## src/rtl/bbe_pkg.sv

```systemverilog
package bbe_pkg;

  localparam int MAX_WORDS = 4;
  localparam int QDEPTH    = 4;
  localparam int QPTR_W    = $clog2(QDEPTH);
  localparam int QCNT_W    = $clog2(QDEPTH + 1);
  localparam int WCNT_W    = $clog2(MAX_WORDS + 1);
  localparam int WIDX_W    = $clog2(MAX_WORDS);

  localparam logic [7:0] TERM_BYTE = 8'hFF;

  localparam logic [2:0] CFG_PUSH_LOCALS     = 3'd0;
  localparam logic [2:0] CFG_FETCH_PROPERTY  = 3'd1;
  localparam logic [2:0] CFG_CREATE_PROPERTY = 3'd2;
  localparam logic [2:0] CFG_STORE           = 3'd3;
  localparam logic [2:0] CFG_POP             = 3'd4;
  localparam logic [2:0] CFG_BASE_PUSH_CONST = 3'd5;
  localparam logic [2:0] CFG_BASE_LAZY_CALL  = 3'd6;

  typedef enum logic [2:0] {
    PH_OPCODE,
    PH_INT_FIRST,
    PH_INT_SECOND,
    PH_INT_LONG,
    PH_COUNT
  } phase_t;

  typedef enum logic [1:0] {
    PU_FETCH,
    PU_CREATE,
    PU_CONST,
    PU_ARG
  } purpose_t;

  typedef enum logic [1:0] {
    ST_FETCH,
    ST_CREATE,
    ST_BASE,
    ST_POST
  } stage_t;

  typedef struct packed {
    logic [15:0] push_locals;
    logic [15:0] fetch_property;
    logic [15:0] create_property;
    logic [15:0] store;
    logic [15:0] pop;
    logic [2:0]  base_push_const;
    logic [2:0]  base_lazy_call;
  } cfg_t;

  // all words caused by one input byte
  typedef struct packed {
    logic [MAX_WORDS-1:0][15:0] words;
    logic [WCNT_W-1:0]          cnt;
    logic                       block_end;
  } job_t;

endpackage

```

## src/rtl/bbe_front.sv

```systemverilog
module bbe_front
  import bbe_pkg::*;
(
  input  logic       clk,
  input  logic       rst_n,
  input  cfg_t       cfg,
  input  logic       in_valid,
  input  logic [7:0] in_byte,
  input  logic       q_full,
  output logic       push,
  output job_t       push_job
);

  phase_t      phase_r, phase_nxt;
  purpose_t    purpose_r, purpose_nxt;
  logic [7:0]  opcode_r, opcode_nxt;
  logic [15:0] mag_r, mag_nxt;
  logic        sign_r, sign_nxt;
  logic [4:0]  long_left_r, long_left_nxt;
  logic [7:0]  call_left_r, call_left_nxt;

  logic                       accept;
  logic [MAX_WORDS-1:0][15:0] words;
  logic [WCNT_W-1:0]          n;
  logic                       blk_end;
  logic                       do_finish;
  logic                       do_run;
  stage_t                     run_stage;
  logic                       stopped;
  logic [2:0]                 raw;
  logic [15:0]                value;
  logic [7:0]                 args_left;

  assign accept = in_valid && !q_full;

  always_comb begin
    phase_nxt     = phase_r;
    purpose_nxt   = purpose_r;
    opcode_nxt    = opcode_r;
    mag_nxt       = mag_r;
    sign_nxt      = sign_r;
    long_left_nxt = long_left_r;
    call_left_nxt = call_left_r;
    words         = '0;
    n             = '0;
    blk_end       = 1'b0;
    do_finish     = 1'b0;
    do_run        = 1'b0;
    run_stage     = ST_FETCH;
    stopped       = 1'b0;
    raw           = '0;
    value         = '0;
    args_left     = '0;

    case (phase_r)
      PH_OPCODE: begin
        if (in_byte == TERM_BYTE) begin
          n       = WCNT_W'(1);
          blk_end = 1'b1;
        end else begin
          opcode_nxt = in_byte;
          if (in_byte[7]) begin
            words[n[WIDX_W-1:0]] = cfg.push_locals;
            n = n + WCNT_W'(1);
          end
          do_run    = 1'b1;
          run_stage = ST_FETCH;
        end
      end
      PH_INT_FIRST: begin
        sign_nxt = in_byte[7];
        if (in_byte[6:5] == 2'b11) begin
          mag_nxt       = '0;
          long_left_nxt = in_byte[4:0];
          if (in_byte[4:0] == 5'd0) begin
            do_finish = 1'b1;
          end else begin
            phase_nxt = PH_INT_LONG;
          end
        end else if (in_byte[6]) begin
          mag_nxt   = {10'd0, in_byte[5:0]};
          phase_nxt = PH_INT_SECOND;
        end else begin
          mag_nxt   = {10'd0, in_byte[5:0]};
          do_finish = 1'b1;
        end
      end
      PH_INT_SECOND: begin
        mag_nxt   = {mag_r[7:0], in_byte};
        do_finish = 1'b1;
      end
      PH_INT_LONG: begin
        // only the low 16 bits of the magnitude ever reach a word
        mag_nxt = {mag_r[7:0], in_byte};
        if (long_left_r != 5'd0) begin
          long_left_nxt = long_left_r - 5'd1;
        end
        if (long_left_nxt == 5'd0) begin
          do_finish = 1'b1;
        end
      end
      PH_COUNT: begin
        words[n[WIDX_W-1:0]] = {8'd0, in_byte};
        n = n + WCNT_W'(1);
        call_left_nxt = in_byte;
        if (in_byte != 8'd0) begin
          phase_nxt   = PH_INT_FIRST;
          purpose_nxt = PU_ARG;
        end else begin
          do_run    = 1'b1;
          run_stage = ST_POST;
        end
      end
      default: begin
        phase_nxt = PH_OPCODE;
      end
    endcase

    if (do_finish) begin
      value = sign_nxt ? (16'd0 - mag_nxt) : mag_nxt;
      words[n[WIDX_W-1:0]] = value;
      n = n + WCNT_W'(1);
      case (purpose_r)
        PU_FETCH: begin
          do_run    = 1'b1;
          run_stage = ST_CREATE;
        end
        PU_CREATE: begin
          do_run    = 1'b1;
          run_stage = ST_BASE;
        end
        PU_CONST: begin
          do_run    = 1'b1;
          run_stage = ST_POST;
        end
        default: begin
          args_left     = (call_left_r != 8'd0) ? call_left_r - 8'd1 : 8'd0;
          call_left_nxt = args_left;
          if (args_left != 8'd0) begin
            phase_nxt   = PH_INT_FIRST;
            purpose_nxt = PU_ARG;
          end else begin
            do_run    = 1'b1;
            run_stage = ST_POST;
          end
        end
      endcase
    end

    // walk the remaining flags of the pending opcode
    if (do_run) begin
      if (run_stage == ST_FETCH && opcode_nxt[6]) begin
        words[n[WIDX_W-1:0]] = cfg.fetch_property;
        n = n + WCNT_W'(1);
        phase_nxt   = PH_INT_FIRST;
        purpose_nxt = PU_FETCH;
        stopped     = 1'b1;
      end
      if (!stopped && run_stage inside {ST_FETCH, ST_CREATE} && opcode_nxt[5]) begin
        words[n[WIDX_W-1:0]] = cfg.create_property;
        n = n + WCNT_W'(1);
        phase_nxt   = PH_INT_FIRST;
        purpose_nxt = PU_CREATE;
        stopped     = 1'b1;
      end
      if (!stopped && run_stage != ST_POST) begin
        raw = opcode_nxt[2:0];
        if (raw != 3'd0) begin
          words[n[WIDX_W-1:0]] = {13'd0, raw};
          n = n + WCNT_W'(1);
        end
        if (raw == cfg.base_push_const) begin
          phase_nxt   = PH_INT_FIRST;
          purpose_nxt = PU_CONST;
          stopped     = 1'b1;
        end else if (raw == cfg.base_lazy_call) begin
          phase_nxt = PH_COUNT;
          stopped   = 1'b1;
        end
      end
      if (!stopped) begin
        if (opcode_nxt[4]) begin
          words[n[WIDX_W-1:0]] = cfg.store;
          n = n + WCNT_W'(1);
        end
        if (opcode_nxt[3]) begin
          words[n[WIDX_W-1:0]] = cfg.pop;
          n = n + WCNT_W'(1);
        end
        phase_nxt = PH_OPCODE;
      end
    end
  end

  assign push               = accept && (n != '0);
  assign push_job.words     = words;
  assign push_job.cnt       = n;
  assign push_job.block_end = blk_end;

  always_ff @(posedge clk) begin
    if (!rst_n) begin
      phase_r     <= PH_OPCODE;
      purpose_r   <= PU_FETCH;
      opcode_r    <= '0;
      mag_r       <= '0;
      sign_r      <= 1'b0;
      long_left_r <= '0;
      call_left_r <= '0;
    end else if (accept) begin
      phase_r     <= phase_nxt;
      purpose_r   <= purpose_nxt;
      opcode_r    <= opcode_nxt;
      mag_r       <= mag_nxt;
      sign_r      <= sign_nxt;
      long_left_r <= long_left_nxt;
      call_left_r <= call_left_nxt;
    end
  end

endmodule

```

## src/rtl/bbe_queue.sv

```systemverilog
module bbe_queue
  import bbe_pkg::*;
(
  input  logic clk,
  input  logic rst_n,
  input  logic push,
  input  job_t push_job,
  input  logic pop,
  output job_t head_job,
  output logic empty,
  output logic full
);

  job_t              mem_r [QDEPTH];
  logic [QPTR_W-1:0] wr_ptr_r, wr_ptr_nxt;
  logic [QPTR_W-1:0] rd_ptr_r, rd_ptr_nxt;
  logic [QCNT_W-1:0] cnt_r, cnt_nxt;

  assign empty    = (cnt_r == '0);
  assign full     = (cnt_r == QCNT_W'(QDEPTH));
  assign head_job = mem_r[rd_ptr_r];

  always_comb begin
    wr_ptr_nxt = push ? QPTR_W'((32'(wr_ptr_r) + 1) % QDEPTH) : wr_ptr_r;
    rd_ptr_nxt = pop  ? QPTR_W'((32'(rd_ptr_r) + 1) % QDEPTH) : rd_ptr_r;
    cnt_nxt    = cnt_r + QCNT_W'(push) - QCNT_W'(pop);
  end

  always_ff @(posedge clk) begin
    if (!rst_n) begin
      wr_ptr_r <= '0;
      rd_ptr_r <= '0;
      cnt_r    <= '0;
    end else begin
      wr_ptr_r <= wr_ptr_nxt;
      rd_ptr_r <= rd_ptr_nxt;
      cnt_r    <= cnt_nxt;
    end
  end

  always_ff @(posedge clk) begin
    if (push) begin
      mem_r[wr_ptr_r] <= push_job;
    end
  end

  a_no_push_when_full: assert property (@(posedge clk) disable iff (!rst_n)
    full |-> !push) else $error("job pushed into full queue");

  a_no_pop_when_empty: assert property (@(posedge clk) disable iff (!rst_n)
    empty |-> !pop) else $error("job popped from empty queue");

endmodule

```

## src/rtl/bbe_back.sv

```systemverilog
module bbe_back
  import bbe_pkg::*;
(
  input  logic        clk,
  input  logic        rst_n,
  input  job_t        head_job,
  input  logic        q_empty,
  output logic        pop,
  output logic        out_valid,
  input  logic        out_stall,
  output logic [15:0] out_word,
  output logic        out_block_end,
  output logic        out_last
);

  logic [WIDX_W-1:0] idx_r, idx_nxt;
  logic              out_valid_r, out_valid_nxt;
  logic [15:0]       out_word_r;
  logic              out_block_end_r;
  logic              out_last_r;
  logic              load;
  logic              take;
  logic              word_last;

  // output register is free when empty or being taken this cycle
  assign load      = !out_valid_r || !out_stall;
  assign take      = load && !q_empty;
  assign word_last = ({1'b0, idx_r} == head_job.cnt - WCNT_W'(1));
  assign pop       = take && word_last;

  always_comb begin
    idx_nxt       = idx_r;
    out_valid_nxt = out_valid_r;
    if (load) begin
      out_valid_nxt = !q_empty;
    end
    if (take) begin
      idx_nxt = word_last ? '0 : idx_r + WIDX_W'(1);
    end
  end

  always_ff @(posedge clk) begin
    if (!rst_n) begin
      idx_r       <= '0;
      out_valid_r <= 1'b0;
    end else begin
      idx_r       <= idx_nxt;
      out_valid_r <= out_valid_nxt;
    end
  end

  always_ff @(posedge clk) begin
    if (take) begin
      out_word_r      <= head_job.words[idx_r];
      out_block_end_r <= head_job.block_end;
      out_last_r      <= word_last;
    end
  end

  assign out_valid     = out_valid_r;
  assign out_word      = out_word_r;
  assign out_block_end = out_block_end_r;
  assign out_last      = out_last_r;

  a_idx_in_job: assert property (@(posedge clk) disable iff (!rst_n)
    !q_empty |-> ({1'b0, idx_r} < head_job.cnt))
    else $error("word index beyond job length");

  a_end_is_last: assert property (@(posedge clk) disable iff (!rst_n)
    out_valid_r && out_block_end_r |-> out_last_r)
    else $error("block end word not marked last");

endmodule

```

## src/rtl/bytecode_block_expander.sv

```systemverilog
// Expands a compact code block, one byte per input word, into 16-bit code words.
// The front end takes a byte whenever the four-entry job queue has room, decodes
// it against the current opcode or integer state and queues the words that byte
// causes (up to four) as one job; a byte that causes none queues nothing. The
// back end delivers one word per cycle from the queue through an output register
// while out_stall is low; a word passes through its queue entry and then the
// output register. Sustained input rate is one byte per cycle while bytes cause at
// most one word each and the output is not stalled; bytes that cause more words are
// held back by the full queue. Byte 0xFF where an opcode is expected closes the
// block with a single zero word flagged block_end. Registers are to be written
// through the cfg port while idle; the block itself does not enforce this.
module bytecode_block_expander
  import bbe_pkg::*;
(
  input  logic               clk,
  input  logic               rst_n,
  input  logic               in_valid,
  output logic               in_stall,
  input  logic [7:0]         in_byte,
  output logic               out_valid,
  input  logic               out_stall,
  output logic signed [15:0] out_code_word,
  output logic               out_block_end,
  output logic               out_last,
  input  logic               cfg_valid,
  output logic               cfg_ready,
  input  logic [2:0]         cfg_index,
  input  logic [15:0]        cfg_data
);

  cfg_t        cfg_r, cfg_nxt;
  logic        q_full;
  logic        q_empty;
  logic        push;
  logic        pop;
  job_t        push_job;
  job_t        head_job;
  logic [15:0] out_word;

  assign cfg_ready = 1'b1;
  assign in_stall  = q_full;

  always_comb begin
    cfg_nxt = cfg_r;
    if (cfg_valid) begin
      case (cfg_index)
        CFG_PUSH_LOCALS:     cfg_nxt.push_locals     = cfg_data;
        CFG_FETCH_PROPERTY:  cfg_nxt.fetch_property  = cfg_data;
        CFG_CREATE_PROPERTY: cfg_nxt.create_property = cfg_data;
        CFG_STORE:           cfg_nxt.store           = cfg_data;
        CFG_POP:             cfg_nxt.pop             = cfg_data;
        CFG_BASE_PUSH_CONST: cfg_nxt.base_push_const = cfg_data[2:0];
        CFG_BASE_LAZY_CALL:  cfg_nxt.base_lazy_call  = cfg_data[2:0];
        default: ;
      endcase
    end
  end

  always_ff @(posedge clk) begin
    if (!rst_n) begin
      cfg_r.push_locals     <= '0;
      cfg_r.fetch_property  <= '0;
      cfg_r.create_property <= '0;
      cfg_r.store           <= '0;
      cfg_r.pop             <= '0;
      cfg_r.base_push_const <= 3'd1;
      cfg_r.base_lazy_call  <= 3'd2;
    end else begin
      cfg_r <= cfg_nxt;
    end
  end

  bbe_front u_front (
    .clk      (clk),
    .rst_n    (rst_n),
    .cfg      (cfg_r),
    .in_valid (in_valid),
    .in_byte  (in_byte),
    .q_full   (q_full),
    .push     (push),
    .push_job (push_job)
  );

  bbe_queue u_queue (
    .clk      (clk),
    .rst_n    (rst_n),
    .push     (push),
    .push_job (push_job),
    .pop      (pop),
    .head_job (head_job),
    .empty    (q_empty),
    .full     (q_full)
  );

  bbe_back u_back (
    .clk           (clk),
    .rst_n         (rst_n),
    .head_job      (head_job),
    .q_empty       (q_empty),
    .pop           (pop),
    .out_valid     (out_valid),
    .out_stall     (out_stall),
    .out_word      (out_word),
    .out_block_end (out_block_end),
    .out_last      (out_last)
  );

  assign out_code_word = $signed(out_word);

endmodule

```

## config.mk

```make
export PLATFORM = sky130hd
export DESIGN_NAME = bytecode_block_expander
export DESIGN_NICKNAME = d
export VERILOG_FILES = /design/src/rtl/bbe_pkg.sv /design/src/rtl/bbe_front.sv /design/src/rtl/bbe_queue.sv /design/src/rtl/bbe_back.sv /design/src/rtl/bytecode_block_expander.sv
export SDC_FILE = /design/constraint.sdc
export NUM_CORES = 1
export LEC_CHECK = 0
export ABC_AREA = 1
export BUFFER_PORTS_ARGS = -buffer_cell sky130_fd_sc_hd__buf_2
export CAP_MARGIN = 25
export CORE_MARGIN = 3
export CORE_UTILIZATION = 45
export CTS_BUF_LIST = sky130_fd_sc_hd__clkbuf_4
export DETAILED_ROUTE_END_ITERATION = 8
export GPL_TIMING_DRIVEN = 1
export PLACE_DENSITY = 0.59
export SLEW_MARGIN = 20
export SYNTH_ARGS = -nofsm -noshare
export SYNTH_HDL_FRONTEND = slang
export SYNTH_SLANG_ARGS = --single-unit
```

## constraint.sdc

```tcl
create_clock -name clk -period 9.5 [get_ports clk]
set_clock_uncertainty 0.05 [all_clocks]
set_input_delay 0.95 -clock clk [delete_from_list [all_inputs] [get_ports clk]]
set_output_delay 0.95 -clock clk [all_outputs]
set_load 0.02 [all_outputs]
```

==> flow_results.org, run 1 <==
** Run status
- The flow ran to the end, and the final reports show no timing, DRC or antenna violations.

** Worst setup path
- For this run, the slowest stage of the critical path takes 0.61 ns.
- Data arrival at the endpoint of the critical path :: 8.00 ns
- Tracing the worst setup path back leads to its startpoint at u_front.long_left_r[0].
- In this design, the critical path's most frequently occurring cell is nand2_1.
- The largest individual stage delay along the critical path comes from the cell nor2_4.
- Gate family responsible for the most delay along the worst path :: simple AND/OR/NAND/NOR gates
- Data required time at the worst endpoint :: 9.92 ns
- The startpoint identified for the worst register-to-register timing path is u_front.long_left_r[0].
- STA classifies the critical path startpoint as a register.
- Worst path buffer plus inverter count :: 8
- In this run the worst path has a maximum fanout of 49.
- Worst setup path category :: register to register
- STA classifies the critical path endpoint as a register.

** Floorplanning
- Chip Width :: 223.5 um
- Row Count :: 79
- The die covers 0.04995 mm^2.
- Starting utilization of the core area :: 0.4562
- Die outline height :: 223.5 um
- The core region is 0.04665 mm^2.
- I/O pins :: 53

** Cells and area
- Relative to the synthesized area, the layout overhead comes to 10.89%.
- In the final layout, the share of cells above drive strength 1 is 0.1363.
- Excluding fillers, the count of instances in the completed layout stands at 3153.
- The layout has 4425 filler cells.
- In the final design database the tool counted 2515 nets.

** Synth
- Counting every net in the synthesized netlist gives 2458.
- Of the synthesized area, sequential elements account for 0.5408.
- For this run, the leading register cell type out of synthesis is edfxtp_1.
- Area share of the largest cell type after synthesis :: 0.4091
- Most frequent cell after synthesis :: o21ai_0
- Proportion of synthesized flip-flops having asynchronous set or reset :: 0
- Counting flops and latches in the post-synthesis netlist gives 430.
- Area leader, netlist :: edfxtp_1
- Yosys synthesis warning count :: 0
- List of most frequent post-synthesis cells :: o21ai_0 (377), nor2_1 (367), nand2_1 (317)
- After synthesis the cells add up to 0.02129 mm^2.
- Synthesis produced 2392 cells.
- Library cells used by synthesis :: 54
- In the post-synthesis netlist, the biggest area contributors are edfxtp_1 (41%), dfxtp_1 (13%), o21ai_0 (8.9%), nor2_1 (6.5%), nand2_1 (5.6%).
- Average cell area after synthesis :: 8.899 um^2
- Number of enable-type register cells in the synthesized netlist :: 290

** STA
- Worst relative slew slack :: 0.2353
- Post-route clock period utilization :: 0.7978
- Setup-violating endpoint count in the final report :: 0
- Highest achievable clock rate :: 131.9 MHz
- Setup repair after global routing missed its margin :: false
- For the final routed database, the setup TNS stands at 0 ns.
- Post-layout worst setup margin :: 1.920 ns
- The number of pins exceeding their max-slew limit in the final report was 0.
- Worst Max-Slew Pin Slew :: 1.143 ns
- Number of hold-slack violations in the final timing report :: 0
- Min cycle time layout :: 7.580 ns

** CTS
- Clock-pin slew was measured on the worst setup and hold paths at 0.07 ns.
- Source-to-sink clock delay at the later pin of the worst-skew pair :: 0.86 ns
- In this run the post-CTS setup repair buffer count came out at 0.
- Max Root-Sink Buffers :: 3
- Hold repair after CTS inserted 0 buffers.
- Counting the buffers created by CTS gives 113.
- TritonCTS built the clock tree.
- Clock tree synthesis selected as its root buffer the cell clkbuf_4.
- In this run the number of H-tree levels came out at 3.
- Post-CTS repair changed the size of 0 cells.
- Clock tree synthesis found a total of 430 sinks.

** Pwr
- The analysis attributes to cell leakage a power of 9.083 nW.
- Net switching power figure :: 0.004116 W
- Across the VDD grid, the largest voltage drop is 260.1 uV.
- Internal power summed over all cells :: 0.004876 W
- The share of total power dissipated in sequential elements is 0.334.
- Of the total power, the share spent switching nets is 0.4577.
- Power comes to 0.008992 W.
- The share of total power dissipated in combinational logic is 0.490.
- Power per unit of standard cell area :: 381.0 mW/mm^2
- The share of total power dissipated in the clock network is 0.177.

** Detailed routing
- Before antenna repair, the detailed router went through 6 iterations.
- After detailed routing, the average wire length per cell comes to 20.61 um.
- In this run the remaining antenna-violating nets after routing total 0.
- Via/cell ratio :: 5.804
- Wires add up to 65000 um.
- The detailed router finished its first iteration with 2040 violations.
- Via count :: 18.30k
- For this run, design rule violations remaining after detail routing come to 0.

** Placement
- In this run, placement finished with an instance count of 2936.
- HPWL Detailed :: 42280 um
- Before CTS, the worst setup slack after placement is 1.703 ns.
- Count of buffers inserted at the top-level ports :: 51
- The congestion estimate from routability-driven global placement came to 0.9426.

** GRT
- Global routing finished with a remaining overflow of 0.
- In the global route stage, overall resource usage came out at 0.2576.
- Via count of the first global-routing pass :: 17.19k
- The first global-routing pass estimated 100400 um of wire.
- Maximum number of pins on one net before global-route repair :: 107
- Number of antenna violations at the first check in global routing :: 2

** Min path
- Hold Crit Class :: primary input to register
- Hold Path Origin :: cfg_data[4]

** Flow run
- Across the run, the number of max-cap violations was 0.
-- area by class of cell --
type                            count  area, um^2  area share
Inverter                          173       650.6     0.02757
Tap cell                          607       759.5     0.03218
Timing Repair Buffer               86       613.1     0.02598
Clock inverter                     49       226.5    0.009595
Antenna cell                        1       2.502   0.0001060
Multi-Input combinational cell   1645        8617      0.3651
Sequential cell                   430       11520      0.4880
Clock buffer                      162        1216     0.05153
-- placed cells by master, fill, tap and decap left out, types with 46 or more instances in the layout --
cell type / netlist / routed
o21ai_0: 377 / 376
nand2_1: 317 / 317
clkbuf_4: 0 / 162
o221ai_1: 66 / 66
buf_2: 11 / 50
nand3_1: 64 / 64
a21oi_1: 107 / 107
nor2_1: 367 / 363
edfxtp_1: 290 / 290
o211ai_1: 46 / 46
o22ai_1: 111 / 111
inv_1: 141 / 140
dfxtp_1: 140 / 137
-- path summary, 6_finish.rpt --
check                           cells after the start  slack [ns]                    to
worst max-delay path                               39        1.92  u_queue.mem_r[3][20]
worst min-delay path                                3        0.35             cfg_r[58]
worst max register to register                     39        1.92  u_queue.mem_r[3][20]
worst min register to register                      1        0.41              register
-- power by group through the flow --
stage / Combinational (W) / Sequential, W / Clock [W]
2_1_floorplan: 0.00288 / 0.00308 / 0
3_3_place_gp: 0.00419 / 0.00304 / 0
3_5_place_dp: 0.00426 / 0.00305 / 0
4_1_cts: 0.00428 / 0.00301 / 0.00163
5_1_grt: 0.00486 / 0.00304 / 0.00174
6_report: 0.00440 / 0.00300 / 0.00159
-- routing by layer --
layer | wire length (um) | global-route usage | vias to the layer above
met5 | 0 | 0 | -
met4 | 1414 | 0.08440 | 0
met3 | 5645 | 0.05158 | 99
met2 | 28770 | 0.3911 | 794
met1 | 29170 | 0.3711 | 8707
li1 | - | - | 8699
-- registers in the layout, indices dropped and copies added (netlist names), 3 cells and up, named ones only --
signal and cells:
u_front.phase_r 3, u_queue.mem_r 272, u_front.opcode_r 7, u_back.out_word 16, u_front.mag_r 16, cfg_r 86, u_front.long_left_r 5, u_queue.cnt_r 3
u_front.call_left_r 8
-- stage by stage --
stage,hold WS (ns),utilization,cell area (um^2)
finish,0.3519,0.5059,23600
global route,0.3227,0.5059,23600
CTS,0.2640,0.5035,23490
detailed placement,0.4062,0.4726,22050
global placement,0.3888,0.4726,22050
floorplan,0.3862,-,21290
-- kinds of logic (layout without fill, tap and decap cells) --
logic type,Yosys count,in the layout,share of synthesized area
AOI/OAI and AO/OA,785,785,0.2176
xor gates and xnor gates,21,21,0.008641
adders and majority gates,34,34,0.02034
buffers and inverters,317,470,0.05673
DFF,430,430,0.5408
muxes,1,1,0.0004703
other,1,2,0.0001762
and+or+nand+nor,803,803,0.1552
-- worst register-to-register path: cells and delay by family, from the launching register on --
family	cells	cell delay, ns
simple gates	23	3.64
fa+ha+maj	6	1.45
xor+xnor	2	0.42
buf+inv	8	1.31
flops	1	0.32
(Power assumes the default switching activity.)
==> inputs of run 2 (changes only) <==
- PLACE_DENSITY: 0.59 -> 0.61
- clock period: 9.5 -> 6.7 ns (I/O delays scaled with it)
==> run 2 against run 1 <==
Compared with the run above: combinational power grew 44%; die area is the same; non-clock buffer count grew 41; clock-buffer cell count shrank 7; sequential power grew 42%; fmax grew 21%; register-to-register slack lost 1.5 ns; global-route usage grew 0.11 points; setup slack lost 1.5 ns; final cell count grew 1.2%; hold slack lost 0.27 ns; clock power grew 42%; critical endpoint is now u_queue.mem_r[3][56]; highest routed layer unchanged.
==> flow_results.org, run 2 (synthesis results as in run 1) <==
** Run status
- The flow ran to the end, and the final reports show no timing, DRC or antenna violations.

** Worst setup path
- The required time of the worst setup path was 7.16 ns (-2.76 ns).
- Data arrival at the endpoint of the critical path :: 6.72 ns (-1.28 ns)
- The largest individual stage delay along the critical path comes from the cell nand3_1.
- Most frequent cell on the critical path :: nand2_1
- Type of destination of the critical path :: register
- The buffer and inverter count on the worst path is 7 (-1).
- The worst-path maximum fanout is 18 (-63%).
- Critical Path Start Type :: register
- By startpoint and endpoint, the worst setup path is classified as register to register.
- Among cell families on the critical path, the largest total delay comes from simple AND/OR/NAND/NOR gates.
- Max stage delay on crit path :: 0.56 ns (-0.05 ns)

** Cells and area
- Largest regs :: u_queue.mem_r: 272 flops, cfg_r: 86 flops
- Fraction of layout cells with a size suffix above 1 :: 0.1467 (+0.01038)
- Most common library cell in the layout ignoring fill and taps :: o21ai_0
- Compared with the post-synthesis result, the final layout area differs by 12.52%.
- The area occupied by registers is 0.01152 mm^2 (unchanged).
- Highest-count cells in the layout ignoring fill and taps :: o21ai_0 (376), nor2_1 (363), nand2_1 (317)
- Register bank with the most flops :: u_queue.mem_r
- The flip-flop count of the largest register, all copies and words added is 272 (unchanged).
- The net count of the finished layout was 2557 (+1.7%).
- Non-filler instance count after layout :: 3192 (+1.2%)
- Area of the multi-input gates :: 0.008633 mm^2 (+0.19%)
- The final standard cell area without fillers came to 0.02395 mm^2 (+1.5%).
- The filler cell count in the final layout is 4375 (-1.1%).

** STA
- The share of the clock period used by the worst path after layout was 0.9340 (+0.1361).
- Highest achievable clock rate :: 159.8 MHz (+21%)
- Worst relative slew slack :: 0.3432 (+0.1079)
- Worst Max-Slew Pin Slew :: 0.9838 ns (-0.1590 ns)
- Min cycle time layout :: 6.258 ns (-1.322 ns)
- Number of max-slew violations in the final report :: 0 (unchanged)
- The number of hold violations in the final report was 0 (unchanged).
- The setup-violating endpoint count in the final report came to 0 (unchanged).

** Floorplanning
- The core box area was 0.04665 mm^2 (unchanged).
- I/O pins :: 53 (unchanged)
- The y dimension of the die was 223.5 um (unchanged).
- The area of the die was 0.04995 mm^2 (unchanged).
- Starting utilization of the core area :: 0.4562 (unchanged)
- The number of placement rows came to 79 (unchanged).
- Chip Width :: 223.5 um (unchanged)

** GRT
- The total routing usage reported by global routing is 0.2587 (+0.001138).
- GR Overflow Total :: 0 (unchanged)
- The largest net degree at the start of global routing is 104 (-2.8%).
- Global-route wire length before repair :: 100600 um (+0.20%)
- Via count of the first global-routing pass :: 17.35k (+0.89%)
- The initial antenna violation count came to 5 (+3).

** Flow run
- The count of max-cap constraint violations came to 0 (unchanged).

** CTS
- Max Root-Sink Buffers :: 3 (unchanged)
- H-Tree Level Count :: 3 (unchanged)
- Source-to-sink clock delay at the later pin of the worst-skew pair :: 0.88 ns (+0.02 ns)
- The cell sitting at the root of the clock tree is a clkbuf_4.
- The number of buffers created by CTS came to 113 (unchanged).
- TritonCTS built the clock tree.
- Clock sink count :: 430 (unchanged)
- The post-CTS clock slew at the launch and capture registers of the worst setup and hold paths came to 0.07 ns (about the same).

** Placement
- The estimated wirelength of the detail-placed design came to 43190 um (+2.1%).
- Number of placed instances with taps included :: 2956 (+0.68%)
- Final estimated routing congestion in global placement :: 0.9388 (-0.40%)
- The total placed instance area was 0.02224 mm^2 (+0.85%).
- The number of input and output port buffers inserted is 51 (unchanged).

** Detailed routing
- The post-detailed-routing wire length came to 65590 um (+0.90%).
- The average wire length per cell after detail routing was 20.55 um (-0.33%).
- Antenna viol nets, final :: 0 (unchanged)
- Starting DRC count in detailed routing :: 2068 (+1.4%)
- The number of design rule violations left after detail routing was 0 (unchanged).
- Drt first pass iters :: 6 (unchanged)
- Via count :: 18.41k (+0.58%)
- Via/cell ratio :: 5.766 (-0.64%)

** Pwr
- Power per unit of standard cell area :: 537.2 mW/mm^2 (+41%)
- Pleak :: 9.296 nW (+2.3%)
- The highest ir drop seen on vdd is 362.4 uV (+39%).

** Min path
- In this run the worst hold path is classified as primary input to register.
-- run 2: changes by cell type in the layout (fill, tap and decap cells not counted), moves of 2 or more --
| cell | change |
|---|---|
| dlygate4sd3_1 | +8 |
| clkbuf_4 | -7 |
| buf_4 | +32 |
| clkinv_2 | +2 |
| clkinv_1 | -2 |
| inv_6 | +2 |
| buf_8 | -2 |
| buf_12 | +3 |
-- run 2: tightest hold or removal path: stages --
cell and delay, ns:
buf_2 0.13, nor2_1 0.05, nor2_1 0.08
-- run 2: final timing paths --
path	to	startpoint	slack (ns)	depth (start not counted)
hold reg to reg	register	u_queue.rd_ptr_r[1]	0.41	2
hold / removal	cfg_r[73]	cfg_data[3]	0.08	3
setup / recovery	u_queue.mem_r[3][56]	u_front.long_left_r[0]	0.44	32
setup reg to reg	u_queue.mem_r[3][56]	u_front.long_left_r[0]	0.44	32
-- run 2: final cells by class --
class                   count  area share
flip-flops and latches    430      0.4809
multi-input cells        1646      0.3605
clock buffers             155     0.04858
repair buffers            127     0.03929
well taps                 607     0.03171
inverters                 173     0.02717
clock inverters            52     0.01170
diodes                      2   0.0002090
-- run 2: timing repair --
| item | 4_1_cts | 5_1_grt |
|---|---|---|
| endpoints found under the setup margin | 0 | 163 |
| resized for setup | 0 | 3 |
| setup buffers | 0 | 16 |
| hold buffers | 8 | 0 |
| endpoints found under the hold margin | 24 | 0 |
-- run 2: where the power goes --
part / switching (W) / total (W) / internal [W]
clock network: 0.00113 / 0.00226 / 0.00113
registers: 0.000208 / 0.00427 / 0.00406
logic: 0.00453 / 0.00634 / 0.00181
total: 0.00587 / 0.0129 / 0.00700
-- run 2: metrics by stage --
| step | power [W] | utilization | TNS, ns | hold WS (ns) | setup WS (ns) |
|---|---|---|---|---|---|
| after global placement | 0.01037 | 0.4766 | 0 | 0.3925 | 0.4211 |
| final | 0.01287 | 0.5134 | 0 | 0.08204 | 0.4423 |
| after floorplan | 0.008429 | - | -144.55 | 0.3862 | -0.5314 |
| after detailed placement | 0.01047 | 0.4766 | 0 | 0.4070 | 0.3964 |
| after global routing | 0.01376 | 0.5134 | -0.02320 | 0.04718 | -0.02320 |
| after CTS | 0.01277 | 0.5093 | 0 | 0.001190 | 0.3970 |
-- run 2: routing by layer --
layer  GRT usage  vias to the layer above  part of all wire
li1            -                     8778                 -
met1      0.3560                     8646              0.43
met2      0.3905                      834              0.44
met3     0.06474                      148             0.095
met4      0.1100                        0             0.035
met5           0                        -                 0
